--- src/rtl/core/ple_pkg.sv ---
// shared constants, codes and types of the positional list engine
package ple_pkg;

    localparam int CAPACITY = 16;
    localparam int CNT_W    = $clog2(CAPACITY + 1);
    localparam int IDX_W    = $clog2(CAPACITY);

    localparam int VAL_W    = 32;
    localparam int POS_W    = 8;
    localparam int REQ_W    = 3;
    localparam int ST_W     = 3;
    // value and position fill whole bytes already
    localparam int TDATA_W  = VAL_W + POS_W;

    // command queue depth, a power of two
    localparam int QUEUE_DEPTH = 2;
    localparam int QPTR_W      = $clog2(QUEUE_DEPTH);
    localparam int QCNT_W      = $clog2(QUEUE_DEPTH + 1);

    localparam logic [REQ_W-1:0] REQ_INS_FRONT = 3'd0;
    localparam logic [REQ_W-1:0] REQ_INS_END   = 3'd1;
    localparam logic [REQ_W-1:0] REQ_INS_AFTER = 3'd2;
    localparam logic [REQ_W-1:0] REQ_DEL_FRONT = 3'd3;
    localparam logic [REQ_W-1:0] REQ_DEL_END   = 3'd4;
    localparam logic [REQ_W-1:0] REQ_DEL_AT    = 3'd5;
    localparam logic [REQ_W-1:0] REQ_SEARCH    = 3'd6;
    localparam logic [REQ_W-1:0] REQ_DUMP      = 3'd7;

    localparam logic [ST_W-1:0] ST_OK      = 3'd0;
    localparam logic [ST_W-1:0] ST_FULL    = 3'd1;
    localparam logic [ST_W-1:0] ST_EMPTY   = 3'd2;
    localparam logic [ST_W-1:0] ST_RANGE   = 3'd3;
    localparam logic [ST_W-1:0] ST_MISSING = 3'd4;

    typedef enum logic [1:0] {
        OP_INSERT,
        OP_DELETE,
        OP_SEARCH,
        OP_DUMP
    } op_kind_t;

    typedef enum logic [1:0] {
        WH_FRONT,
        WH_END,
        WH_AT
    } anchor_t;

    typedef struct packed {
        op_kind_t           op;
        anchor_t            anchor;
        logic [VAL_W-1:0]   value;
        logic [POS_W-1:0]   position;
    } cmd_t;

    typedef struct packed {
        logic [ST_W-1:0]    status;
        logic [VAL_W-1:0]   value;
        logic [POS_W-1:0]   position;
        logic               last;
    } result_t;

endpackage

--- src/rtl/core/ple_front.sv ---
// front end: takes request items and decodes them into list commands
module ple_front (
    input  logic                        clk,
    input  logic                        rst_n,
    input  logic                        in_valid,
    output logic                        in_ready,
    input  logic [ple_pkg::REQ_W-1:0]   in_req,
    input  logic [ple_pkg::VAL_W-1:0]   in_value,
    input  logic [ple_pkg::POS_W-1:0]   in_pos,
    output logic                        cmd_valid,
    input  logic                        cmd_ready,
    output ple_pkg::cmd_t               cmd
);

    logic           valid_reg;
    logic           valid_next;
    ple_pkg::cmd_t  cmd_reg;
    ple_pkg::cmd_t  cmd_next;
    logic           load;

    assign in_ready  = !valid_reg || cmd_ready;
    assign load      = in_valid && in_ready;
    assign cmd_valid = valid_reg;
    assign cmd       = cmd_reg;

    always_comb
    begin
        cmd_next.value    = in_value;
        cmd_next.position = in_pos;
        cmd_next.op       = ple_pkg::OP_INSERT;
        cmd_next.anchor   = ple_pkg::WH_FRONT;
        unique case (in_req)
            ple_pkg::REQ_INS_FRONT:
            begin
                cmd_next.op     = ple_pkg::OP_INSERT;
                cmd_next.anchor = ple_pkg::WH_FRONT;
            end
            ple_pkg::REQ_INS_END:
            begin
                cmd_next.op     = ple_pkg::OP_INSERT;
                cmd_next.anchor = ple_pkg::WH_END;
            end
            ple_pkg::REQ_INS_AFTER:
            begin
                cmd_next.op     = ple_pkg::OP_INSERT;
                cmd_next.anchor = ple_pkg::WH_AT;
            end
            ple_pkg::REQ_DEL_FRONT:
            begin
                cmd_next.op     = ple_pkg::OP_DELETE;
                cmd_next.anchor = ple_pkg::WH_FRONT;
            end
            ple_pkg::REQ_DEL_END:
            begin
                cmd_next.op     = ple_pkg::OP_DELETE;
                cmd_next.anchor = ple_pkg::WH_END;
            end
            ple_pkg::REQ_DEL_AT:
            begin
                cmd_next.op     = ple_pkg::OP_DELETE;
                cmd_next.anchor = ple_pkg::WH_AT;
            end
            ple_pkg::REQ_SEARCH:
            begin
                cmd_next.op     = ple_pkg::OP_SEARCH;
                cmd_next.anchor = ple_pkg::WH_FRONT;
            end
            ple_pkg::REQ_DUMP:
            begin
                cmd_next.op     = ple_pkg::OP_DUMP;
                cmd_next.anchor = ple_pkg::WH_FRONT;
            end
        endcase
    end

    always_comb
    begin
        if (load)
            valid_next = 1'b1;
        else if (cmd_ready)
            valid_next = 1'b0;
        else
            valid_next = valid_reg;
    end

    always_ff @(posedge clk or negedge rst_n)
    begin
        if (!rst_n)
            valid_reg <= 1'b0;
        else
            valid_reg <= valid_next;
    end

    always_ff @(posedge clk)
    begin
        if (load)
            cmd_reg <= cmd_next;
    end

endmodule

--- src/rtl/core/ple_cmd_queue.sv ---
// short command queue between the front and back ends
module ple_cmd_queue (
    input  logic            clk,
    input  logic            rst_n,
    input  logic            in_valid,
    output logic            in_ready,
    input  ple_pkg::cmd_t   in_cmd,
    output logic            out_valid,
    input  logic            out_ready,
    output ple_pkg::cmd_t   out_cmd
);

    ple_pkg::cmd_t                  slot_reg [ple_pkg::QUEUE_DEPTH];
    logic [ple_pkg::QPTR_W-1:0]     wr_ptr_reg;
    logic [ple_pkg::QPTR_W-1:0]     wr_ptr_next;
    logic [ple_pkg::QPTR_W-1:0]     rd_ptr_reg;
    logic [ple_pkg::QPTR_W-1:0]     rd_ptr_next;
    logic [ple_pkg::QCNT_W-1:0]     fill_reg;
    logic [ple_pkg::QCNT_W-1:0]     fill_next;
    logic                           push;
    logic                           pop;

    assign in_ready  = fill_reg != ple_pkg::QCNT_W'(ple_pkg::QUEUE_DEPTH);
    assign out_valid = fill_reg != '0;
    assign out_cmd   = slot_reg[rd_ptr_reg];
    assign push      = in_valid && in_ready;
    assign pop       = out_valid && out_ready;

    always_comb
    begin
        wr_ptr_next = push ? wr_ptr_reg + ple_pkg::QPTR_W'(1) : wr_ptr_reg;
        rd_ptr_next = pop ? rd_ptr_reg + ple_pkg::QPTR_W'(1) : rd_ptr_reg;
        fill_next   = fill_reg;
        if (push && !pop)
            fill_next = fill_reg + ple_pkg::QCNT_W'(1);
        else if (pop && !push)
            fill_next = fill_reg - ple_pkg::QCNT_W'(1);
    end

    always_ff @(posedge clk or negedge rst_n)
    begin
        if (!rst_n)
        begin
            wr_ptr_reg <= '0;
            rd_ptr_reg <= '0;
            fill_reg   <= '0;
        end
        else
        begin
            wr_ptr_reg <= wr_ptr_next;
            rd_ptr_reg <= rd_ptr_next;
            fill_reg   <= fill_next;
        end
    end

    always_ff @(posedge clk)
    begin
        if (push)
            slot_reg[wr_ptr_reg] <= in_cmd;
    end

endmodule

--- src/rtl/core/ple_back.sv ---
// back end: holds the list, runs commands and registers each result item
module ple_back (
    input  logic                clk,
    input  logic                rst_n,
    input  logic                cmd_valid,
    output logic                cmd_ready,
    input  ple_pkg::cmd_t       cmd,
    output logic                out_valid,
    input  logic                out_ready,
    output ple_pkg::result_t    out_result
);

    localparam logic S_IDLE = 1'b0;
    localparam logic S_SCAN = 1'b1;

    localparam int CAP   = ple_pkg::CAPACITY;
    localparam int CNT_W = ple_pkg::CNT_W;
    localparam int IDX_W = ple_pkg::IDX_W;
    localparam int POS_W = ple_pkg::POS_W;
    localparam int VAL_W = ple_pkg::VAL_W;

    logic [VAL_W-1:0]   entry_reg  [CAP];
    logic [VAL_W-1:0]   entry_next [CAP];

    logic               state_reg;
    logic               state_next;
    logic               scan_dump_reg;
    logic               scan_dump_next;
    logic [IDX_W-1:0]   scan_idx_reg;
    logic [IDX_W-1:0]   scan_idx_next;
    logic [VAL_W-1:0]   key_reg;
    logic [VAL_W-1:0]   key_next;
    logic [CNT_W-1:0]   count_reg;
    logic [CNT_W-1:0]   count_next;
    logic               out_valid_reg;
    logic               out_valid_next;
    ple_pkg::result_t   out_reg;
    ple_pkg::result_t   out_next;

    logic               out_free;
    logic               is_full;
    logic               is_empty;
    logic               pos_bad;
    logic               ok;
    logic               last_entry;
    logic               emit;
    ple_pkg::result_t   res;
    logic               ins_en;
    logic               del_en;
    logic [IDX_W-1:0]   op_idx;
    logic [VAL_W-1:0]   scan_data;

    assign out_free   = !out_valid_reg || out_ready;
    assign cmd_ready  = (state_reg == S_IDLE) && out_free;
    assign out_valid  = out_valid_reg;
    assign out_result = out_reg;

    assign is_full    = count_reg == CNT_W'(CAP);
    assign is_empty   = count_reg == '0;
    assign pos_bad    = (cmd.position == '0) || (cmd.position > POS_W'(count_reg));
    assign scan_data  = entry_reg[scan_idx_reg];
    assign last_entry = (CNT_W'(scan_idx_reg) + CNT_W'(1)) == count_reg;

    always_comb
    begin
        state_next     = state_reg;
        scan_dump_next = scan_dump_reg;
        scan_idx_next  = scan_idx_reg;
        key_next       = key_reg;
        count_next     = count_reg;
        ins_en         = 1'b0;
        del_en         = 1'b0;
        op_idx         = '0;
        ok             = 1'b0;
        emit           = 1'b0;
        res            = out_reg;

        unique case (state_reg)
            S_IDLE:
            begin
                if (cmd_valid && out_free)
                begin
                    unique case (cmd.op)
                        ple_pkg::OP_INSERT:
                        begin
                            emit = 1'b1;
                            if (is_full)
                                res = '{ple_pkg::ST_FULL, cmd.value, '0, 1'b1};
                            else
                            begin
                                unique case (cmd.anchor)
                                    ple_pkg::WH_FRONT:
                                    begin
                                        ok     = 1'b1;
                                        op_idx = '0;
                                    end
                                    ple_pkg::WH_END:
                                    begin
                                        ok     = 1'b1;
                                        op_idx = count_reg[IDX_W-1:0];
                                    end
                                    ple_pkg::WH_AT:
                                    begin
                                        // an empty list only takes position one
                                        if (is_empty)
                                        begin
                                            ok     = cmd.position == POS_W'(1);
                                            op_idx = '0;
                                        end
                                        else
                                        begin
                                            ok     = !pos_bad;
                                            op_idx = cmd.position[IDX_W-1:0];
                                        end
                                    end
                                    default:
                                    begin
                                        ok     = 1'b0;
                                        op_idx = '0;
                                    end
                                endcase
                                if (ok)
                                begin
                                    ins_en     = 1'b1;
                                    count_next = count_reg + CNT_W'(1);
                                    res        = '{ple_pkg::ST_OK, cmd.value,
                                                   POS_W'(op_idx) + POS_W'(1), 1'b1};
                                end
                                else
                                    res = '{ple_pkg::ST_RANGE, cmd.value, '0, 1'b1};
                            end
                        end
                        ple_pkg::OP_DELETE:
                        begin
                            emit = 1'b1;
                            if (is_empty)
                                res = '{ple_pkg::ST_EMPTY, '0, '0, 1'b1};
                            else
                            begin
                                unique case (cmd.anchor)
                                    ple_pkg::WH_FRONT:
                                    begin
                                        ok     = 1'b1;
                                        op_idx = '0;
                                    end
                                    ple_pkg::WH_END:
                                    begin
                                        ok     = 1'b1;
                                        op_idx = IDX_W'(count_reg - CNT_W'(1));
                                    end
                                    ple_pkg::WH_AT:
                                    begin
                                        ok     = !pos_bad;
                                        op_idx = IDX_W'(cmd.position - POS_W'(1));
                                    end
                                    default:
                                    begin
                                        ok     = 1'b0;
                                        op_idx = '0;
                                    end
                                endcase
                                if (ok)
                                begin
                                    del_en     = 1'b1;
                                    count_next = count_reg - CNT_W'(1);
                                    res        = '{ple_pkg::ST_OK, entry_reg[op_idx],
                                                   POS_W'(op_idx) + POS_W'(1), 1'b1};
                                end
                                else
                                    res = '{ple_pkg::ST_RANGE, '0, '0, 1'b1};
                            end
                        end
                        ple_pkg::OP_SEARCH:
                        begin
                            if (is_empty)
                            begin
                                emit = 1'b1;
                                res  = '{ple_pkg::ST_EMPTY, cmd.value, '0, 1'b1};
                            end
                            else
                            begin
                                state_next     = S_SCAN;
                                scan_dump_next = 1'b0;
                                scan_idx_next  = '0;
                                key_next       = cmd.value;
                            end
                        end
                        ple_pkg::OP_DUMP:
                        begin
                            if (is_empty)
                            begin
                                emit = 1'b1;
                                res  = '{ple_pkg::ST_EMPTY, '0, '0, 1'b1};
                            end
                            else
                            begin
                                state_next     = S_SCAN;
                                scan_dump_next = 1'b1;
                                scan_idx_next  = '0;
                            end
                        end
                    endcase
                end
            end
            S_SCAN:
            begin
                // one entry per cycle, held while the output register is full
                if (out_free)
                begin
                    if (scan_dump_reg)
                    begin
                        emit = 1'b1;
                        res  = '{ple_pkg::ST_OK, scan_data,
                                 POS_W'(scan_idx_reg) + POS_W'(1), last_entry};
                        if (last_entry)
                            state_next = S_IDLE;
                        else
                            scan_idx_next = scan_idx_reg + IDX_W'(1);
                    end
                    else if (scan_data == key_reg)
                    begin
                        emit       = 1'b1;
                        res        = '{ple_pkg::ST_OK, key_reg,
                                       POS_W'(scan_idx_reg) + POS_W'(1), 1'b1};
                        state_next = S_IDLE;
                    end
                    else if (last_entry)
                    begin
                        emit       = 1'b1;
                        res        = '{ple_pkg::ST_MISSING, key_reg, '0, 1'b1};
                        state_next = S_IDLE;
                    end
                    else
                        scan_idx_next = scan_idx_reg + IDX_W'(1);
                end
            end
            default:
                state_next = S_IDLE;
        endcase

        if (emit)
            out_valid_next = 1'b1;
        else if (out_ready)
            out_valid_next = 1'b0;
        else
            out_valid_next = out_valid_reg;
        out_next = emit ? res : out_reg;
    end

    // cells at or above the slot load from a neighbor, or the new value, when a slot opens or closes
    for (genvar g = 0; g < CAP; g++)
    begin : g_cell
        logic [VAL_W-1:0] lower;
        logic [VAL_W-1:0] upper;

        if (g == 0)
        begin : g_first
            assign lower = entry_reg[g];
        end
        else
        begin : g_mid_lo
            assign lower = entry_reg[g-1];
        end

        if (g == CAP - 1)
        begin : g_last
            assign upper = entry_reg[g];
        end
        else
        begin : g_mid_hi
            assign upper = entry_reg[g+1];
        end

        always_comb
        begin
            entry_next[g] = entry_reg[g];
            if (ins_en)
            begin
                if (IDX_W'(g) == op_idx)
                    entry_next[g] = cmd.value;
                else if (IDX_W'(g) > op_idx)
                    entry_next[g] = lower;
            end
            else if (del_en && (IDX_W'(g) >= op_idx))
                entry_next[g] = upper;
        end
    end

    always_ff @(posedge clk or negedge rst_n)
    begin
        if (!rst_n)
        begin
            state_reg     <= S_IDLE;
            scan_dump_reg <= 1'b0;
            scan_idx_reg  <= '0;
            count_reg     <= '0;
            out_valid_reg <= 1'b0;
        end
        else
        begin
            state_reg     <= state_next;
            scan_dump_reg <= scan_dump_next;
            scan_idx_reg  <= scan_idx_next;
            count_reg     <= count_next;
            out_valid_reg <= out_valid_next;
        end
    end

    always_ff @(posedge clk)
    begin
        key_reg   <= key_next;
        out_reg   <= out_next;
        entry_reg <= entry_next;
    end

endmodule

--- src/rtl/core/positional_list_engine_unit.sv ---
// top level of the positional list engine
// Ordered list of up to 16 signed 32-bit values, numbered from position 1.
// A request item passes a decode register and a two-deep command queue, so
// the input takes items while the back end is busy, until both are full.
// In the back end the list is a row of registers: an insert or a delete shifts
// all registers from the slot up by one place at once. A search compares one
// entry per cycle from the front; a dump gives one result item per cycle; both
// read the list through a single read port and wait while the output register
// is full. Insert and delete requests are taken one per cycle while results
// are taken. Results leave through a registered output stage.
module positional_list_engine_unit (
    input  logic                            clk,
    input  logic                            rst_n,
    input  logic                            s_axis_tvalid,
    output logic                            s_axis_tready,
    // item_value [31:0], position [39:32]
    input  logic [ple_pkg::TDATA_W-1:0]     s_axis_tdata,
    // req_type [2:0]
    input  logic [ple_pkg::REQ_W-1:0]       s_axis_tuser,
    output logic                            m_axis_tvalid,
    input  logic                            m_axis_tready,
    // result_value [31:0], result_position [39:32]
    output logic [ple_pkg::TDATA_W-1:0]     m_axis_tdata,
    // status [2:0]
    output logic [ple_pkg::ST_W-1:0]        m_axis_tuser,
    output logic                            m_axis_tlast
);

    logic               front_valid;
    logic               front_ready;
    ple_pkg::cmd_t      front_cmd;
    logic               queue_valid;
    logic               queue_ready;
    ple_pkg::cmd_t      queue_cmd;
    ple_pkg::result_t   result;

    ple_front u_front (
        .clk       (clk),
        .rst_n     (rst_n),
        .in_valid  (s_axis_tvalid),
        .in_ready  (s_axis_tready),
        .in_req    (s_axis_tuser),
        .in_value  (s_axis_tdata[ple_pkg::VAL_W-1:0]),
        .in_pos    (s_axis_tdata[ple_pkg::VAL_W +: ple_pkg::POS_W]),
        .cmd_valid (front_valid),
        .cmd_ready (front_ready),
        .cmd       (front_cmd)
    );

    ple_cmd_queue u_queue (
        .clk       (clk),
        .rst_n     (rst_n),
        .in_valid  (front_valid),
        .in_ready  (front_ready),
        .in_cmd    (front_cmd),
        .out_valid (queue_valid),
        .out_ready (queue_ready),
        .out_cmd   (queue_cmd)
    );

    ple_back u_back (
        .clk        (clk),
        .rst_n      (rst_n),
        .cmd_valid  (queue_valid),
        .cmd_ready  (queue_ready),
        .cmd        (queue_cmd),
        .out_valid  (m_axis_tvalid),
        .out_ready  (m_axis_tready),
        .out_result (result)
    );

    assign m_axis_tdata = {result.position, result.value};
    assign m_axis_tuser = result.status;
    assign m_axis_tlast = result.last;

endmodule

--- config.mk ---
export PLATFORM = sky130hd
export DESIGN_NAME = positional_list_engine_unit
export DESIGN_NICKNAME = d
export VERILOG_FILES = /design/src/rtl/core/ple_pkg.sv /design/src/rtl/core/ple_front.sv /design/src/rtl/core/ple_cmd_queue.sv /design/src/rtl/core/ple_back.sv /design/src/rtl/core/positional_list_engine_unit.sv
export SDC_FILE = /design/constraint.sdc
export NUM_CORES = 2
export LEC_CHECK = 0
export BUFFER_PORTS_ARGS = -buffer_cell sky130_fd_sc_hd__buf_2
export CAP_MARGIN = 20
export CELL_PAD_IN_SITES_DETAIL_PLACEMENT = 1
export CELL_PAD_IN_SITES_GLOBAL_PLACEMENT = 1
export CORE_UTILIZATION = 25
export CTS_CLUSTER_SIZE = 12
export DETAILED_ROUTE_END_ITERATION = 8
export PLACE_DENSITY_LB_ADDON = 0.1
export SLEW_MARGIN = 20
export SYNTH_ARGS = -nofsm -noshare
export SYNTH_HDL_FRONTEND = slang
export SYNTH_SLANG_ARGS = --single-unit
--- constraint.sdc ---
create_clock -name clk -period 13.05 [get_ports clk]
set_input_delay 0.6525 -clock clk [delete_from_list [all_inputs] [get_ports clk]]
set_output_delay 0.6525 -clock clk [all_outputs]
set_load 0.05 [all_outputs]
==> run summary <==
The flow ran to the end, and the final reports show no timing, DRC or antenna violations. The post-route cell area is 51500 µm². STA classifies the critical path endpoint as a flop. The number of H-tree branching levels came out at 3. TritonCTS built the clock tree.

The tightest min-delay check is of the in -> reg type. In the finished design, the share of the clock period the worst path needs comes to 51.2%. For the worst-skew pair, the clock arrives at the later sink with an insertion delay of 750 ps.

After the last flow step, the layout net total stands at 4130. Buffers placed on the I/O ports in this run total 89. The total congestion overflow after global routing is 0. The clock root buffer is sky130_fd_sc_hd__clkbuf_16. The async set-reset flop share out of synthesis is 2.32%. In the synthesized netlist the dominant register cell turns out to be sky130_fd_sc_hd__edfxtp_1.

The count of endpoints failing hold in the final timing report came out at 0. Across every metal layer, demand over resource in global routing totals 23.8%. At the pin with the least slew margin, the transition time is 1260 ps. The clock-pin transition on the worst setup and hold timing paths is 60 ps. The die outline width came out at 427 µm. Summed over all nets, wire length on met2 after detailed routing comes to 106 mm.

The post-synthesis sequential area ratio came out at 48.6%. For this design the ratio of total power to cell area is 234 nW/µm². The average footprint of a synthesized cell came out at 10.9 µm². After detailed routing, the average wire length per cell comes to 33.9 µm. Counting the buffers created by CTS gives between 90 and 100. Across the run, the number of max-cap violations was 0. The worst slew slack as a fraction of its limit is 15.9%. Setup slack closes at 6370 ps. The detailed-route wire length on metal 1 came out at slightly below 100 mm.

The total power consumption of the routed design is 12.1 mW. The total routed wirelength is between 200 and 250 mm. The number of detailed-routing iterations run before antenna repair is 9. The first global-routing pass estimated around 310 mm of wire. The routed design could run at a clock period as short as 6680 ps. The number of DRC violations after detailed-routing iteration 0 came out at 3470. The detail route stage leaves a number of antenna-violating nets equal to 0. The placement row count is 155. The arrival time at the worst endpoint came out at approximately 7200 ps.

The ratio of routed vias to standard cells is 5.57. In this run the cell area of the synthesized design comes to 45100 µm². The die height is 427 µm. The data required time of the worst path came out at ~14000 ps. The leakage power total came out at between 15 and 20 nW. Summed over all nets, the half-perimeter wirelength after detailed placement is 131 mm. Synthesis produced 4138 cells. The achievable clock frequency came out at 150 MHz. The number of flip-flops under the largest register name came out at 416. The number of synthesized flops with an enable pin came out at 717. Yosys mapped the design onto 82 distinct sky130hd cell types. The I/O pin count came out at 93.

The final count of pins violating max slew is 0. For the final database, setup skew stands at 29.8 ps. The floorplan step defined a core boundary enclosing 179000 µm². The largest net degree at the start of global routing is 160. The maximum vdd drop came out at approximately 130 µV. The number of global-route vias before repair is 36600. The core utilization of the finished layout is 28.8%. No sink is reached through more buffers than the 3 on the longest clock path. Setup repair after global routing left no endpoint under its margin. The sum of met3 wire segment lengths after detailed routing is 10.6 mm. The share of cells above drive strength 1 came out at 22.4%. The initial antenna violation count is 7. Routed signal wires occupy layers up through met4. At the placement stage, the worst setup path has a slack of 6390 ps. Setup violations remaining at the end of the flow were counted as 0. STA classifies the critical path startpoint as a flop. The post-detailed-placement cell area is 48300 µm². The count of yosys warnings during synthesis is 0. The final total negative setup slack is 0 ps. The top fanout value on the critical path came out at 159. The critical path in this run is classified as reg -> reg. After detailed routing, the number of remaining DRC violations is 0. The final weighted congestion in routability-driven placement is approximately 0.80.

The initial core utilization is 25.2%. The total clock sinks came out at 734. The die covers 182000 µm². Across all layers, the routed design uses between 30000 and 40000 vias. The growth of design area from synthesis to finish is 14.1%. The flip-flop and latch count after synthesis is 734.
==> stage by stage <==
step	std cells	hold WS, ps
after floorplan	4140	357
after CTS	6497	29.8
after detailed placement	6318	431
final	6506	89.8
after global routing	6498	61.5
after global placement	6318	425
==> path summary, 6_finish.rpt <==
kind	from	endpoint	slack [ps]	depth (start not counted)
max in group asynchronous	rst_n	u_back.scan_idx_reg[2]$_DFFE_PN0P_	12230	2
min in group asynchronous	rst_n	u_back.count_reg[2]$_DFFE_PN0P_	430	2
worst min-delay path	s_axis_tdata[23]	u_front.cmd[31]$_DFFE_PP_	90	1
worst max-delay path	u_queue.rd_ptr_reg$_DFFE_PN0P_	u_back.g_cell[0].upper[13]$_DFFE_PP_	6370	14
worst min register to register	u_front.cmd[43]$_SDFFCE_PN0P_	u_queue.slot_reg[1][43]$_DFFE_PP_	440	0
worst max register to register	u_queue.rd_ptr_reg$_DFFE_PN0P_	u_back.g_cell[0].upper[13]$_DFFE_PP_	6370	14
==> layout by cell type, fill, tap and decap left out, types with 44 or more instances in the layout <==
cell	Yosys	final
sky130_fd_sc_hd__xnor2_1	44	44
sky130_fd_sc_hd__nor2_1	344	337
sky130_fd_sc_hd__buf_2	95	89
sky130_fd_sc_hd__inv_1	114	112
sky130_fd_sc_hd__edfxtp_1	717	717
sky130_fd_sc_hd__buf_4	8	114
sky130_fd_sc_hd__a22oi_1	50	50
sky130_fd_sc_hd__mux2i_1	236	223
sky130_fd_sc_hd__mux4_2	103	103
sky130_fd_sc_hd__a222oi_1	64	64
sky130_fd_sc_hd__o21ai_0	329	329
sky130_fd_sc_hd__a21oi_1	433	430
sky130_fd_sc_hd__clkbuf_16	0	101
sky130_fd_sc_hd__a211oi_1	70	70
sky130_fd_sc_hd__nand2_1	330	329
sky130_fd_sc_hd__mux2_2	383	383
==> cells by family (layout without fill, tap and decap cells) <==
family	after synthesis	count (layout)	share of synthesized area, %
simple gates	926	926	9.19
compound gates	1178	1178	16.0
xor+xnor	58	58	1.13
flops	734	734	48.6
other cells	1	11	0.00831
buf+inv	501	504	4.58
fa+ha+maj	18	18	0.499
mux	722	722	19.9
==> where the power goes <==
group	internal [mW]	switching [mW]	leakage [nW]
clock network	1.59	1.17	1.53
registers	3.01	0.320	6.73
logic	1.68	4.29	9.37
total	6.29	5.78	17.6
==> worst max-delay path: stages (launching register included) <==
cell                      delay (ps)
sky130_fd_sc_hd__dfrtp_4         550
sky130_fd_sc_hd__buf_4           640
sky130_fd_sc_hd__mux2_2          480
sky130_fd_sc_hd__ha_1            310
sky130_fd_sc_hd__o21ai_0          80
sky130_fd_sc_hd__a21oi_1          90
sky130_fd_sc_hd__o22a_1          220
sky130_fd_sc_hd__nor4_1          700
sky130_fd_sc_hd__o21ai_4          50
sky130_fd_sc_hd__buf_4           300
sky130_fd_sc_hd__buf_4           470
sky130_fd_sc_hd__nor2_4          230
sky130_fd_sc_hd__buf_12          630
sky130_fd_sc_hd__buf_4           910
sky130_fd_sc_hd__mux2_2          420
==> Yosys cell counts, types with 15 or more instances <==
library cell | instances | share of area [%]
sky130_fd_sc_hd__o211ai_1 | 38 | 0.63
sky130_fd_sc_hd__nor3b_1 | 35 | 0.58
sky130_fd_sc_hd__nor2_2 | 17 | 0.24
sky130_fd_sc_hd__buf_1 | 32 | 0.27
sky130_fd_sc_hd__o21ai_0 | 329 | 3.6
sky130_fd_sc_hd__nor3_1 | 22 | 0.24
sky130_fd_sc_hd__edfxtp_1 | 717 | 48
sky130_fd_sc_hd__and3_1 | 37 | 0.51
sky130_fd_sc_hd__xnor2_1 | 44 | 0.85
sky130_fd_sc_hd__o31ai_1 | 35 | 0.58
sky130_fd_sc_hd__ha_1 | 18 | 0.50
sky130_fd_sc_hd__nand2_1 | 330 | 2.7
sky130_fd_sc_hd__mux4_2 | 103 | 5.1
sky130_fd_sc_hd__dfrtp_1 | 17 | 0.94
sky130_fd_sc_hd__clkbuf_1 | 244 | 2.0
sky130_fd_sc_hd__nor2_1 | 344 | 2.9
sky130_fd_sc_hd__a211oi_1 | 70 | 1.2
sky130_fd_sc_hd__o22ai_1 | 19 | 0.26
sky130_fd_sc_hd__a311o_1 | 32 | 0.71
sky130_fd_sc_hd__nand2b_1 | 17 | 0.24
sky130_fd_sc_hd__buf_2 | 95 | 1.1
sky130_fd_sc_hd__inv_1 | 114 | 0.95
sky130_fd_sc_hd__mux2_2 | 383 | 9.6
sky130_fd_sc_hd__a22oi_1 | 50 | 0.83
sky130_fd_sc_hd__o21ai_1 | 15 | 0.17
sky130_fd_sc_hd__nand3_1 | 21 | 0.23
sky130_fd_sc_hd__o311ai_0 | 32 | 0.62
sky130_fd_sc_hd__mux2i_1 | 236 | 5.2
sky130_fd_sc_hd__and2_1 | 42 | 0.58
sky130_fd_sc_hd__a21oi_1 | 433 | 4.8
sky130_fd_sc_hd__a222oi_1 | 64 | 1.4
==> area by class of cell <==
type	count	area (µm²)
Fill cell	19700	127000
Sequential cell	734	22000
Multi-Input combinational cell	2905	21600
Tap cell	2355	2950
Clock buffer	128	2640
Timing Repair Buffer	209	1410
Clock inverter	50	504
Inverter	117	443
Antenna cell	8	20.0
==> timing repair <==
action | in CTS | in global routing
hold buffers | 1 | 0
hold endpoints to repair | 17 | 0
resized for setup | 0 | 0
buffers inserted | 0 | 0
==> layer usage <==
layer  up-vias  track usage [%]
met3       243             2.65
li1      15600                -
met4         0             6.82
met2      1161             40.1
met5         -                0
met1     19200             32.1
Note: power is estimated with default switching activity, not from simulation.
